===== src/rtl/core/bcm_pkg.sv =====
// Package of types and constants for the binary code modulation LED driver.
package bcm_pkg;

    localparam int LEDS        = 8;
    localparam int LED_IDX_W   = 3;
    localparam int BRIGHT_W    = 8;
    localparam int BASE_W      = 9;
    localparam int CFG_IDX_W   = 1;
    localparam int CFG_DATA_W  = 9;
    // Slice index widened to hold any slice up to the maximum of sixteen.
    localparam int SLICE_EXT_W = 4;

    typedef logic [LEDS-1:0]      t_plane;
    typedef logic [LED_IDX_W-1:0] t_led_idx;
    typedef logic [BRIGHT_W-1:0]  t_bright;
    typedef logic [BASE_W-1:0]    t_base;

    typedef enum logic {
        CMD_LOAD = 1'b0,
        CMD_TICK = 1'b1
    } t_cmd;

    typedef enum logic [CFG_IDX_W-1:0] {
        CFG_LED_ENABLE_MASK = 1'b0,
        CFG_BASE_UNIT_TICKS = 1'b1
    } t_cfg_reg;

    localparam t_plane MASK_RESET = 8'hFF;
    localparam t_base  BASE_RESET = 9'd1;

endpackage


===== src/rtl/core/bcm_in_if.sv =====
// Input item channel of the LED driver: command beats with valid and ready.
interface bcm_in_if;
    logic                valid;
    logic                ready;
    logic                cmd;
    bcm_pkg::t_led_idx   led_index;
    bcm_pkg::t_bright    brightness;
    logic                frame_last;

    modport source (output valid, output cmd, output led_index, output brightness,
                    output frame_last, input ready);
    modport sink   (input valid, input cmd, input led_index, input brightness,
                    input frame_last, output ready);
endinterface


===== src/rtl/core/bcm_out_if.sv =====
// Result channel of the LED driver: driven pattern and status flags.
interface bcm_out_if;
    logic             valid;
    logic             ready;
    bcm_pkg::t_plane  port_bits;
    logic             load_refused;
    logic             cycle_start;

    modport source (output valid, output port_bits, output load_refused,
                    output cycle_start, input ready);
    modport sink   (input valid, input port_bits, input load_refused,
                    input cycle_start, output ready);
endinterface


===== src/rtl/core/bcm_cfg_if.sv =====
// Configuration write channel of the LED driver: register index and data.
interface bcm_cfg_if;
    logic                                valid;
    logic                                ready;
    logic [bcm_pkg::CFG_IDX_W-1:0]       reg_index;
    logic [bcm_pkg::CFG_DATA_W-1:0]      wdata;

    modport source (output valid, output reg_index, output wdata, input ready);
    modport sink   (input valid, input reg_index, input wdata, output ready);
endinterface


===== src/rtl/core/binary_code_modulation_led_driver.sv =====
// Binary code modulation driver for a row of eight LEDs, with double-buffered bit planes.
//
// Each accepted beat on the input channel produces exactly one result beat. A load beat
// writes one LED's brightness, masked by the LED enable register, into the back buffer as
// eight bit planes; a load flagged as the last of a frame marks a buffer swap as pending,
// and loads that arrive while a swap is pending are dropped and reported as refused. A tick
// beat advances the slice timer: slice k lasts base_unit_ticks times 2^k ticks, and when
// the slice index wraps to zero a pending swap exchanges the buffers, so the new slice zero
// is already shown from the new front buffer. Slices from eight upwards show all LEDs dark.
// The whole update is one pass of combinational logic ending in the state registers and the
// output register, so the block takes one beat per clock cycle and presents its result in the
// cycle after acceptance; the only thing that slows it is back-pressure on the output
// register, which holds the input off while a result waits to be taken. Configuration writes
// are always accepted and take effect from the next cycle.
module binary_code_modulation_led_driver #(
    parameter int SLICES = 8
) (
    input  logic                 i_clk,
    input  logic                 i_rst_n,
    bcm_in_if.sink               i_in,
    bcm_out_if.source            o_out,
    bcm_cfg_if.sink              i_cfg
);

    // Width of the slice index, and of the tick counter, which must hold the longest slice:
    // a nine-bit base unit shifted by the top slice number.
    localparam int SW = (SLICES > 1) ? $clog2(SLICES) : 1;
    localparam int CW = bcm_pkg::BASE_W + SLICES - 1;
    localparam int PLANES = bcm_pkg::BRIGHT_W;

    // Two buffers of eight bit planes; planes above seven are always dark and are not kept.
    bcm_pkg::t_plane r_planes [2][PLANES];
    bcm_pkg::t_plane n_planes [2][PLANES];

    logic            r_front,   n_front;
    logic            r_pending, n_pending;
    logic [SW-1:0]   r_slice,   n_slice;
    logic [CW-1:0]   r_count,   n_count;

    bcm_pkg::t_plane r_mask;
    bcm_pkg::t_base  r_base;

    // Output register.
    logic            r_out_valid;
    bcm_pkg::t_plane r_port_bits, n_port_bits;
    logic            r_refused,   n_refused;
    logic            r_wrap,      n_wrap;

    logic            in_fire;
    bcm_pkg::t_base  base_eff;
    logic [CW-1:0]   slice_len;
    logic [CW-1:0]   count_inc;
    logic            load_en;
    logic [bcm_pkg::SLICE_EXT_W-1:0] slice_ext;

    // The input is taken whenever the output register is empty or being emptied.
    assign i_in.ready = !r_out_valid || o_out.ready;
    assign in_fire    = i_in.valid && i_in.ready;
    assign i_cfg.ready = 1'b1;

    // A base unit of zero counts as one tick.
    assign base_eff  = (r_base == '0) ? bcm_pkg::t_base'(1) : r_base;
    assign slice_len = CW'(base_eff) << r_slice;
    assign count_inc = r_count + CW'(1);
    assign load_en   = r_mask[i_in.led_index];

    always_comb begin
        n_planes    = r_planes;
        n_front     = r_front;
        n_pending   = r_pending;
        n_slice     = r_slice;
        n_count     = r_count;
        n_refused   = 1'b0;
        n_wrap      = 1'b0;

        if (in_fire) begin
            if (i_in.cmd == bcm_pkg::CMD_LOAD) begin
                if (r_pending) begin
                    n_refused = 1'b1;
                end else begin
                    // Write this LED's bit into every plane of the back buffer.
                    for (int k = 0; k < PLANES; k++) begin
                        n_planes[!r_front][k][i_in.led_index] = load_en && i_in.brightness[k];
                    end
                    if (i_in.frame_last) begin
                        n_pending = 1'b1;
                    end
                end
            end else begin
                if (count_inc >= slice_len) begin
                    n_count = '0;
                    if (r_slice == SW'(SLICES - 1)) begin
                        n_slice = '0;
                        n_wrap  = 1'b1;
                        if (r_pending) begin
                            n_front   = !r_front;
                            n_pending = 1'b0;
                        end
                    end else begin
                        n_slice = r_slice + SW'(1);
                    end
                end else begin
                    n_count = count_inc;
                end
            end
        end
    end

    // The driven pattern is the front plane of the slice after this beat's update.
    assign slice_ext = bcm_pkg::SLICE_EXT_W'(n_slice);

    always_comb begin
        if (slice_ext[bcm_pkg::SLICE_EXT_W-1]) begin
            n_port_bits = '0;
        end else begin
            n_port_bits = n_planes[n_front][slice_ext[2:0]];
        end
    end

    always_ff @(posedge i_clk) begin
        if (!i_rst_n) begin
            for (int b = 0; b < 2; b++) begin
                for (int k = 0; k < PLANES; k++) begin
                    r_planes[b][k] <= '0;
                end
            end
            r_front     <= 1'b0;
            r_pending   <= 1'b0;
            r_slice     <= '0;
            r_count     <= '0;
            r_mask      <= bcm_pkg::MASK_RESET;
            r_base      <= bcm_pkg::BASE_RESET;
            r_out_valid <= 1'b0;
        end else begin
            r_planes  <= n_planes;
            r_front   <= n_front;
            r_pending <= n_pending;
            r_slice   <= n_slice;
            r_count   <= n_count;

            if (i_cfg.valid) begin
                case (i_cfg.reg_index)
                    bcm_pkg::CFG_LED_ENABLE_MASK: begin
                        r_mask <= i_cfg.wdata[bcm_pkg::LEDS-1:0];
                    end
                    bcm_pkg::CFG_BASE_UNIT_TICKS: begin
                        r_base <= i_cfg.wdata[bcm_pkg::BASE_W-1:0];
                    end
                    default: begin
                    end
                endcase
            end

            if (in_fire) begin
                r_out_valid <= 1'b1;
            end else if (o_out.ready) begin
                r_out_valid <= 1'b0;
            end
        end
    end

    // Result payload needs no reset; it is qualified by the valid flag.
    always_ff @(posedge i_clk) begin
        if (in_fire) begin
            r_port_bits <= n_port_bits;
            r_refused   <= n_refused;
            r_wrap      <= n_wrap;
        end
    end

    assign o_out.valid        = r_out_valid;
    assign o_out.port_bits    = r_port_bits;
    assign o_out.load_refused = r_refused;
    assign o_out.cycle_start  = r_wrap;

endmodule


===== src/flat_wrapper.sv =====
// flat-port wrapper written by rule: the top's interface ports become plain ports
module binary_code_modulation_led_driver_flat 
#(
    parameter int SLICES = 8
)
  (i_clk, i_rst_n, i_in_valid, i_in_cmd, i_in_led_index, i_in_brightness, i_in_frame_last, i_in_ready, o_out_valid, o_out_port_bits, o_out_load_refused, o_out_cycle_start, o_out_ready, i_cfg_valid, i_cfg_reg_index, i_cfg_wdata, i_cfg_ready);
  bcm_in_if i_in_i ();
  bcm_out_if o_out_i ();
  bcm_cfg_if i_cfg_i ();
  input  logic i_clk;
  input  logic i_rst_n;
  input wire logic [$bits(i_in_i.valid)-1:0] i_in_valid;
  input wire logic [$bits(i_in_i.cmd)-1:0] i_in_cmd;
  input wire logic [$bits(i_in_i.led_index)-1:0] i_in_led_index;
  input wire logic [$bits(i_in_i.brightness)-1:0] i_in_brightness;
  input wire logic [$bits(i_in_i.frame_last)-1:0] i_in_frame_last;
  output wire logic [$bits(i_in_i.ready)-1:0] i_in_ready;
  output wire logic [$bits(o_out_i.valid)-1:0] o_out_valid;
  output wire logic [$bits(o_out_i.port_bits)-1:0] o_out_port_bits;
  output wire logic [$bits(o_out_i.load_refused)-1:0] o_out_load_refused;
  output wire logic [$bits(o_out_i.cycle_start)-1:0] o_out_cycle_start;
  input wire logic [$bits(o_out_i.ready)-1:0] o_out_ready;
  input wire logic [$bits(i_cfg_i.valid)-1:0] i_cfg_valid;
  input wire logic [$bits(i_cfg_i.reg_index)-1:0] i_cfg_reg_index;
  input wire logic [$bits(i_cfg_i.wdata)-1:0] i_cfg_wdata;
  output wire logic [$bits(i_cfg_i.ready)-1:0] i_cfg_ready;
  assign i_in_i.valid = i_in_valid;
  assign i_in_i.cmd = i_in_cmd;
  assign i_in_i.led_index = i_in_led_index;
  assign i_in_i.brightness = i_in_brightness;
  assign i_in_i.frame_last = i_in_frame_last;
  assign i_in_ready = i_in_i.ready;
  assign o_out_valid = o_out_i.valid;
  assign o_out_port_bits = o_out_i.port_bits;
  assign o_out_load_refused = o_out_i.load_refused;
  assign o_out_cycle_start = o_out_i.cycle_start;
  assign o_out_i.ready = o_out_ready;
  assign i_cfg_i.valid = i_cfg_valid;
  assign i_cfg_i.reg_index = i_cfg_reg_index;
  assign i_cfg_i.wdata = i_cfg_wdata;
  assign i_cfg_ready = i_cfg_i.ready;
  binary_code_modulation_led_driver #(.SLICES(SLICES)) u_core (.i_clk(i_clk), .i_rst_n(i_rst_n), .i_in(i_in_i), .o_out(o_out_i), .i_cfg(i_cfg_i));
endmodule

===== config.mk =====
export PLATFORM = sky130hd
export DESIGN_NAME = binary_code_modulation_led_driver_flat
export DESIGN_NICKNAME = d
export VERILOG_FILES = /design/src/rtl/core/bcm_pkg.sv /design/src/rtl/core/bcm_in_if.sv /design/src/rtl/core/bcm_out_if.sv /design/src/rtl/core/bcm_cfg_if.sv /design/src/rtl/core/binary_code_modulation_led_driver.sv /design/src/flat_wrapper.sv
export SDC_FILE = /design/constraint.sdc
export NUM_CORES = 1
export LEC_CHECK = 0
export BUFFER_PORTS_ARGS = -buffer_cell sky130_fd_sc_hd__buf_2
export CAP_MARGIN = 30
export CORE_ASPECT_RATIO = 1.25
export CORE_UTILIZATION = 67
export DETAILED_ROUTE_END_ITERATION = 10
export PLACE_DENSITY_LB_ADDON = 0.2
export SETUP_SLACK_MARGIN = 0.5
export SKIP_LAST_GASP = 1
export SYNTH_ARGS = -nofsm -noshare
export SYNTH_HDL_FRONTEND = slang
export SYNTH_SLANG_ARGS = --single-unit
export TNS_END_PERCENT = 1

===== constraint.sdc =====
create_clock -name i_clk -period 12.4 [get_ports i_clk]
set_input_delay 2.48 -clock i_clk [delete_from_list [all_inputs] [get_ports i_clk]]
set_output_delay 2.48 -clock i_clk [all_outputs]
set_load 0.01 [all_outputs]

==> results of run 1 <==
[area by class of cell]
cell class,instances,area (sq um)
clock buffers,17,425
clock inverters,15,156
fillers,982,3130
inverters,6,22.5
multi-input cells,739,5010
flip-flops and latches,177,3640
well taps,168,210
repair buffers,50,298
[cell families after synthesis]
logic type,share of synthesized area
AO/OA/AOI/OAI,0.102
XOR/XNOR,0.0176
adder cells (fa/ha/maj),0.0265
buffers and inverters,0.0385
flip-flops,0.406
multiplexers,0.204
other,0.000418
AND/OR/NAND/NOR,0.205
[cells in the final DEF, fill, tap and decap left out, types with 10 or more instances in the layout]
cell / instances
nand2_1: 89
edfxtp_1: 10
nor2_1: 133
and2_1: 66
and3_1: 12
xor2_1: 11
clkbuf_16: 17
ha_1: 19
a21oi_1: 54
buf_2: 39
mux2i_1: 105
nand3_1: 34
o21ai_0: 41
mux2_2: 63
dfxtp_1: 167
[through the flow]
step | hold slack (ps) | util | total power (W) | setup slack, ps | instances
floorplan | 432 | - | 0.000687 | 7230 | 998
detailed placement | 446 | 0.711 | 0.000720 | 6140 | 1138
finish | 461 | 0.757 | 0.00124 | 6500 | 1172
CTS | 463 | 0.756 | 0.00124 | 6560 | 1170
global route | 483 | 0.757 | 0.00128 | 6340 | 1172
global placement | 447 | 0.708 | 0.000717 | 6230 | 1136
[worst max-delay path, delay by kind of cell]
family,cells,cell delay (ps)
AND/OR/NAND/NOR,3,1140
buffers and inverters,2,510
multiplexers,2,1100
AO/OA/AOI/OAI,3,850
[power by group through the flow]
stage	clock network [W]	logic, W	registers (W)
2_1_floorplan	0	0.0000889	0.000598
3_3_place_gp	0	0.000116	0.000601
3_5_place_dp	0	0.000118	0.000601
4_1_cts	0.000534	0.000119	0.000588
5_1_grt	0.000558	0.000131	0.000589
6_report	0.000533	0.000121	0.000589
[flip-flops by register name, indices dropped and copies added, names as in the netlist]
signal,flops
u_core.r_mask,8
u_core.r_front,1
u_core.r_base,9
u_core.r_planes,128
u_core.o_out.cycle_start,1
u_core.o_out.load_refused,1
u_core.o_out.valid,1
u_core.o_out.port_bits,8
u_core.r_count,16
u_core.r_slice,3
u_core.r_pending,1
[layer usage]
metal / vias up / share of wire / track usage / routed length, um
met1: 3419 / 0.42 / 0.379 / 8740
met5: - / 0 / 0 / 0
li1: 3443 / - / - / -
met4: 0 / 0.030 / 0.131 / 614
met2: 220 / 0.50 / 0.528 / 10400
met3: 47 / 0.052 / 0.0541 / 1090
[worst min-delay path by stage]
| stage | slack [ps] | cells past startpoint | end | start |
|---|---|---|---|---|
| global route | 480 | 2 | u_core.r_planes[72] | u_core.r_planes[72] |
| finish | 460 | 2 | u_core.r_planes[72] | u_core.r_planes[72] |
| global placement | 450 | 2 | u_core.r_planes[75] | u_core.r_planes[75] |
| floorplan | 430 | 2 | u_core.r_planes[72] | u_core.r_planes[72] |
| CTS | 460 | 2 | u_core.r_planes[72] | u_core.r_planes[72] |
| detailed placement | 450 | 2 | u_core.r_planes[75] | u_core.r_planes[75] |
==> results.py, run 1 <==
metrics = {
    "run_status": {
        "status": "finished clean",
    },
    "floorplan": {
        "core_area_sq_mm": 0.0129,
        "die_area_sq_mm": 0.0139,
        "io-pin-count": 41,
        "die_h_um": 131,
        "core.rowCount": 46,
        "die_w_um": 106,
        "start_util": 0.696,
    },
    "job": {
        "maxCapViolations": 0,
    },
    "cts": {
        "cts_tree": "done",
        "cts_buffer_depth": 2,
        "clock_latency_ps": 440,
        "htreeDepth": 4,
        "path_clk_slew_ps": 70,
        "clkSinkCount": 177,
        "cts_setup_buffers": 0,
        "tritoncts.num_buffers": 17,
        "cts_root_buffer": "clkbuf_16",
        "cts_hold_buf": 0,
        "cts_resized": 0,
    },
    "synthesis": {
        "netlist_instances": 998,
        "synth-edff-count": 10,
        "synth_most_common_cell": "dfxtp_1",
        "synth_ff_type": "dfxtp_1",
        "synth_area_leaders": "dfxtp_1, mux2i_1, mux2_2, nor2_1, and2_1",
        "syn_area_sq_mm": 0.00898,
        "synth_cell_types": 57,
        "synth.avg_cell_area_sq_um": 9.00,
        "ys_seq_area_frac": 0.406,
        "synthTopCellsByCount": "dfxtp_1, nor2_1, mux2i_1",
        "yosysTopAreaCell": "dfxtp_1",
        "syn-num-nets": 1045,
        "yosys_warnings": 0,
        "ys_ff_latch": 177,
        "ys_async_sr_fraction": 0,
        "synth_top_area_frac": 0.372,
    },
    "timing": {
        "fin_crit_ps": 5900,
        "rsz0062_at_grt": "no",
        "timing.fmax_mhz": 170,
        "max_slew_margin": 0.341,
        "drv_slew": 0,
        "finClkSkew_ps": 8.67,
        "finalCritPeriodShare": 0.476,
        "hold_viol": 0,
        "setup_viol": 0,
        "tightestPinTransition_ps": 988,
        "setup_tns_ps": 0,
    },
    "route": {
        "vias": 7129,
        "firstDrtPassIters": 5,
        "wire_per_inst_um": 17.8,
        "via_per_inst": 6.08,
        "drc": 0,
        "drt_iter0_markers": 455,
        "wl_mm": 20.8,
        "ant_nets": 0,
    },
    "setup_path": {
        "worstSetupPathType": "input port to register",
        "cpPeakStageDelay_ps": 830,
        "cp-start-kind": "input port",
        "crit-reg2reg-capture": "u_core.o_out.port_bits[3]",
        "arrival_ps": 6090,
        "r2r-start": "u_core.r_count[2]",
        "endpoint": "u_core.o_out.port_bits[3]",
        "cp.required_ps": 12590,
        "slowest_stage": "mux2i_4",
        "crit_path_max_fanout": 25,
        "end_kind": "register",
        "r2r_cells": 17,
        "rrSetupSlack_ps": 6970,
        "crit_start": "o_out_ready",
        "path_cells": "buf_2, nand2b_2, and2_1, nand2_1, a31oi_4, mux2i_4, buf_4, mux2i_1, o21ai_0, o221a_1",
    },
    "power_and_ir_drop": {
        "seqPwrFrac": 0.474,
        "p_sw_w": 0.000322,
        "intPower_w": 0.000920,
        "p_leak_nw": 4.15,
        "p_clk_frac": 0.429,
        "powerDensity_mw_per_mm2": 127,
        "pwr-share-comb": 0.097,
        "swShare": 0.260,
        "ir_drop_mv": 0.121,
    },
    "finish": {
        "diodes": 0,
        "final_area_sq_mm": 0.00976,
        "drive_above_1_share": 0.161,
        "syn_to_final_growth_pct": 8.77,
        "fin_nets": 1038,
    },
    "grt": {
        "grt_overflow_total": 0,
        "grt_usage": 0.308,
        "grt_pass1_vias": 6714,
        "grt_max_degree": 89,
        "antenna_found_initial": 0,
        "grt_first_pass_wirelength_mm": 33.5,
    },
    "placed_design": {
        "dp_hpwl_mm": 13.5,
        "placed_area_sq_mm": 0.00916,
        "gp_congestion": 0.860,
        "io_buffers": 39,
    },
    "min_path": {
        "hold_class": "register to register",
    },
}
(Power assumes the default switching activity.)
==> run 2, diff against run 1 <==
- CORE_UTILIZATION: 67 -> 56
- clock period: 12.4 -> 5 ns (I/O delays scaled with it)
==> run 2 against run 1 <==
  * Global-route usage fell by 3.6 points
  * Clock skew is 1.2 ps higher
  * Critical path depth increased by 8
  * Critical path type is now register to register
  * Wire length rose by 6.4%
  * Count of clock-buffer cells in the layout grew 4
  * Cell count up 6.4%
  * First-iteration DRC count grew 5.3%
  * Design area grew 5.3%
  * Core utilization shrank 10 points
==> results.py, run 2 (synthesis gave the netlist of run 1 again) <==
metrics = {
    "timing": {
        "rsz0062_at_grt": "yes",
        "timing.fmax_mhz": 224,
        "setup_viol": 0,
        "hold_viol": 0,
        "max_slew_margin": 0.297,
        "finalCritPeriodShare": 0.894,
        "finClkSkew_ps": 9.86,
        "drv_slew": 0,
        "fin_crit_ps": 4470,
        "setup_tns_ps": 0,
        "tightestPinTransition_ps": 1050,
    },
    "cts": {
        "clock_latency_ps": 430,
        "path_clk_slew_ps": 70,
        "cts_tree": "done",
        "cts_root_buffer": "clkbuf_16",
        "htreeDepth": 4,
        "tritoncts.num_buffers": 17,
        "cts_hold_buf": 0,
        "clkSinkCount": 177,
        "cts_buffer_depth": 2,
    },
    "finish": {
        "drive_above_1_share": 0.206,
        "final_common_cell": "dfxtp_1",
        "top_regs": "u_core.r_planes (128), u_core.r_count (16), u_core.r_base (9)",
        "multiInputGateArea_sq_mm": 0.00516,
        "syn_to_final_growth_pct": 14.6,
        "largest-register": "u_core.r_planes",
        "largest_reg_flops": 128,
        "final_cell_mix": "dfxtp_1, nor2_1, mux2i_1",
        "diodes": 0,
        "fillers": 1310,
        "fin_nets": 1069,
        "layout.area.seq_sq_mm": 0.00365,
    },
    "grt": {
        "grt_usage": 0.273,
        "grt_pass1_vias": 6816,
        "grt_max_degree": 69,
        "grt_first_pass_wirelength_mm": 34.5,
        "grt_overflow_total": 0,
        "antenna_found_initial": 0,
    },
    "placed_design": {
        "dp_hpwl_mm": 14.1,
        "gp_congestion": 0.830,
        "io_buffers": 39,
    },
    "run_status": {
        "status": "finished clean",
    },
    "floorplan": {
        "io-pin-count": 41,
        "die_w_um": 115,
        "die_area_sq_mm": 0.0165,
        "die_h_um": 144,
        "core_area_sq_mm": 0.0156,
        "core.rowCount": 51,
        "start_util": 0.574,
    },
    "setup_path": {
        "crit_start": "u_core.r_count[1]",
        "crit_path_max_fanout": 5,
        "slowest_stage": "mux4_2",
        "end_kind": "register",
        "arrival_ps": 4650,
        "cp-start-kind": "register",
        "crit_top_cell": "and3_4",
        "cp.required_ps": 5170,
        "cpPeakStageDelay_ps": 420,
        "path_cells": "ha_4, and3_4, and3_4, and3_4, and3_4, nand3_2, xnor2_2, ha_1, and4_4, and4_4, nand3b_1, a31oi_4, buf_12, mux2_4, mux4_2, nand2b_1, o211ai_1, a311o_1",
        "r2r-start": "u_core.r_count[1]",
        "worstSetupPathType": "register to register",
    },
    "power_and_ir_drop": {
        "powerDensity_mw_per_mm2": 304,
        "p_clk_frac": 0.415,
        "p_leak_nw": 4.35,
        "seqPwrFrac": 0.465,
        "ir_drop_mv": 0.231,
        "p_sw_w": 0.000803,
        "pwr-share-comb": 0.119,
        "swShare": 0.257,
        "finalPower_w": 0.00313,
        "intPower_w": 0.00233,
    },
    "route": {
        "via_per_inst": 5.76,
        "vias": 7187,
        "drc": 0,
        "ant_nets": 0,
        "wl_mm": 22.1,
        "wire_per_inst_um": 17.8,
        "drt_iter0_markers": 479,
        "firstDrtPassIters": 5,
    },
    "min_path": {
        "min_from": "u_core.r_planes[75]",
        "hold_class": "register to register",
    },
    "job": {
        "maxCapViolations": 0,
    },
}
## run 2: per-layer routing
metal | global-route usage | vias to the layer above | share of wire
li1 | - | 3516 | -
met4 | 0.105 | 0 | 0.035
met1 | 0.323 | 3450 | 0.42
met3 | 0.0426 | 47 | 0.044
met2 | 0.491 | 174 | 0.50
met5 | 0 | - | 0
## run 2: area by class of cell
type                    count  area share
multi-input cells         739       0.502
well taps                 212      0.0258
repair buffers             81      0.0593
flip-flops and latches    177       0.355
inverters                   6     0.00219
clock buffers              21      0.0428
clock inverters            11      0.0124
## run 2: through the flow
stage / hold WS, ps / worst slack, ps / std cells / util / instance area, sq um
2_1_floorplan: 432 / 512 / 998 / - / 8980
3_3_place_gp: 441 / 284 / 1196 / 0.596 / 9320
3_5_place_dp: 447 / 87.8 / 1196 / 0.596 / 9320
4_1_cts: 456 / 459 / 1236 / 0.641 / 10000
5_1_grt: 482 / 419 / 1247 / 0.658 / 10300
6_report: 456 / 528 / 1247 / 0.658 / 10300
## run 2: path summary, 6_finish.rpt
path	end	slack, ps	cells past startpoint
worst min-delay path	u_core.r_planes[75]	460	2
worst max-delay path	u_core.o_out.port_bits[6]	530	18
worst max register to register	u_core.o_out.port_bits[6]	530	18
worst min register to register	u_core.r_planes[75]	460	2
## run 2: critical path: cells and delay by family (launching register included)
kind                     cells  cell delay, ps
multiplexers                 2             760
XOR/XNOR                     1             190
adder cells (fa/ha/maj)      2             470
AND/OR/NAND/NOR              9            1580
buffers and inverters        1             150
flip-flops                   1             370
AO/OA/AOI/OAI                3             690
## run 2: power by group through the flow
| stage | logic (W) | registers, W | clock network, W |
|---|---|---|---|
| final | 0.000373 | 0.00146 | 0.00130 |
| after global routing | 0.000399 | 0.00146 | 0.00137 |
| after CTS | 0.000354 | 0.00146 | 0.00131 |
| after detailed placement | 0.000317 | 0.00149 | 0 |
| after global placement | 0.000315 | 0.00149 | 0 |
| after floorplan | 0.000220 | 0.00148 | 0 |
## run 2: what timing repair did
item / 4_1_cts / 5_1_grt
pin swaps: 1 / 12
gates cloned: 2 / 1
setup buffers: 6 / 10
hold endpoints to repair: 0 / 0
gates resized for setup: 7 / 34
endpoints found under the setup margin: 8 / 8
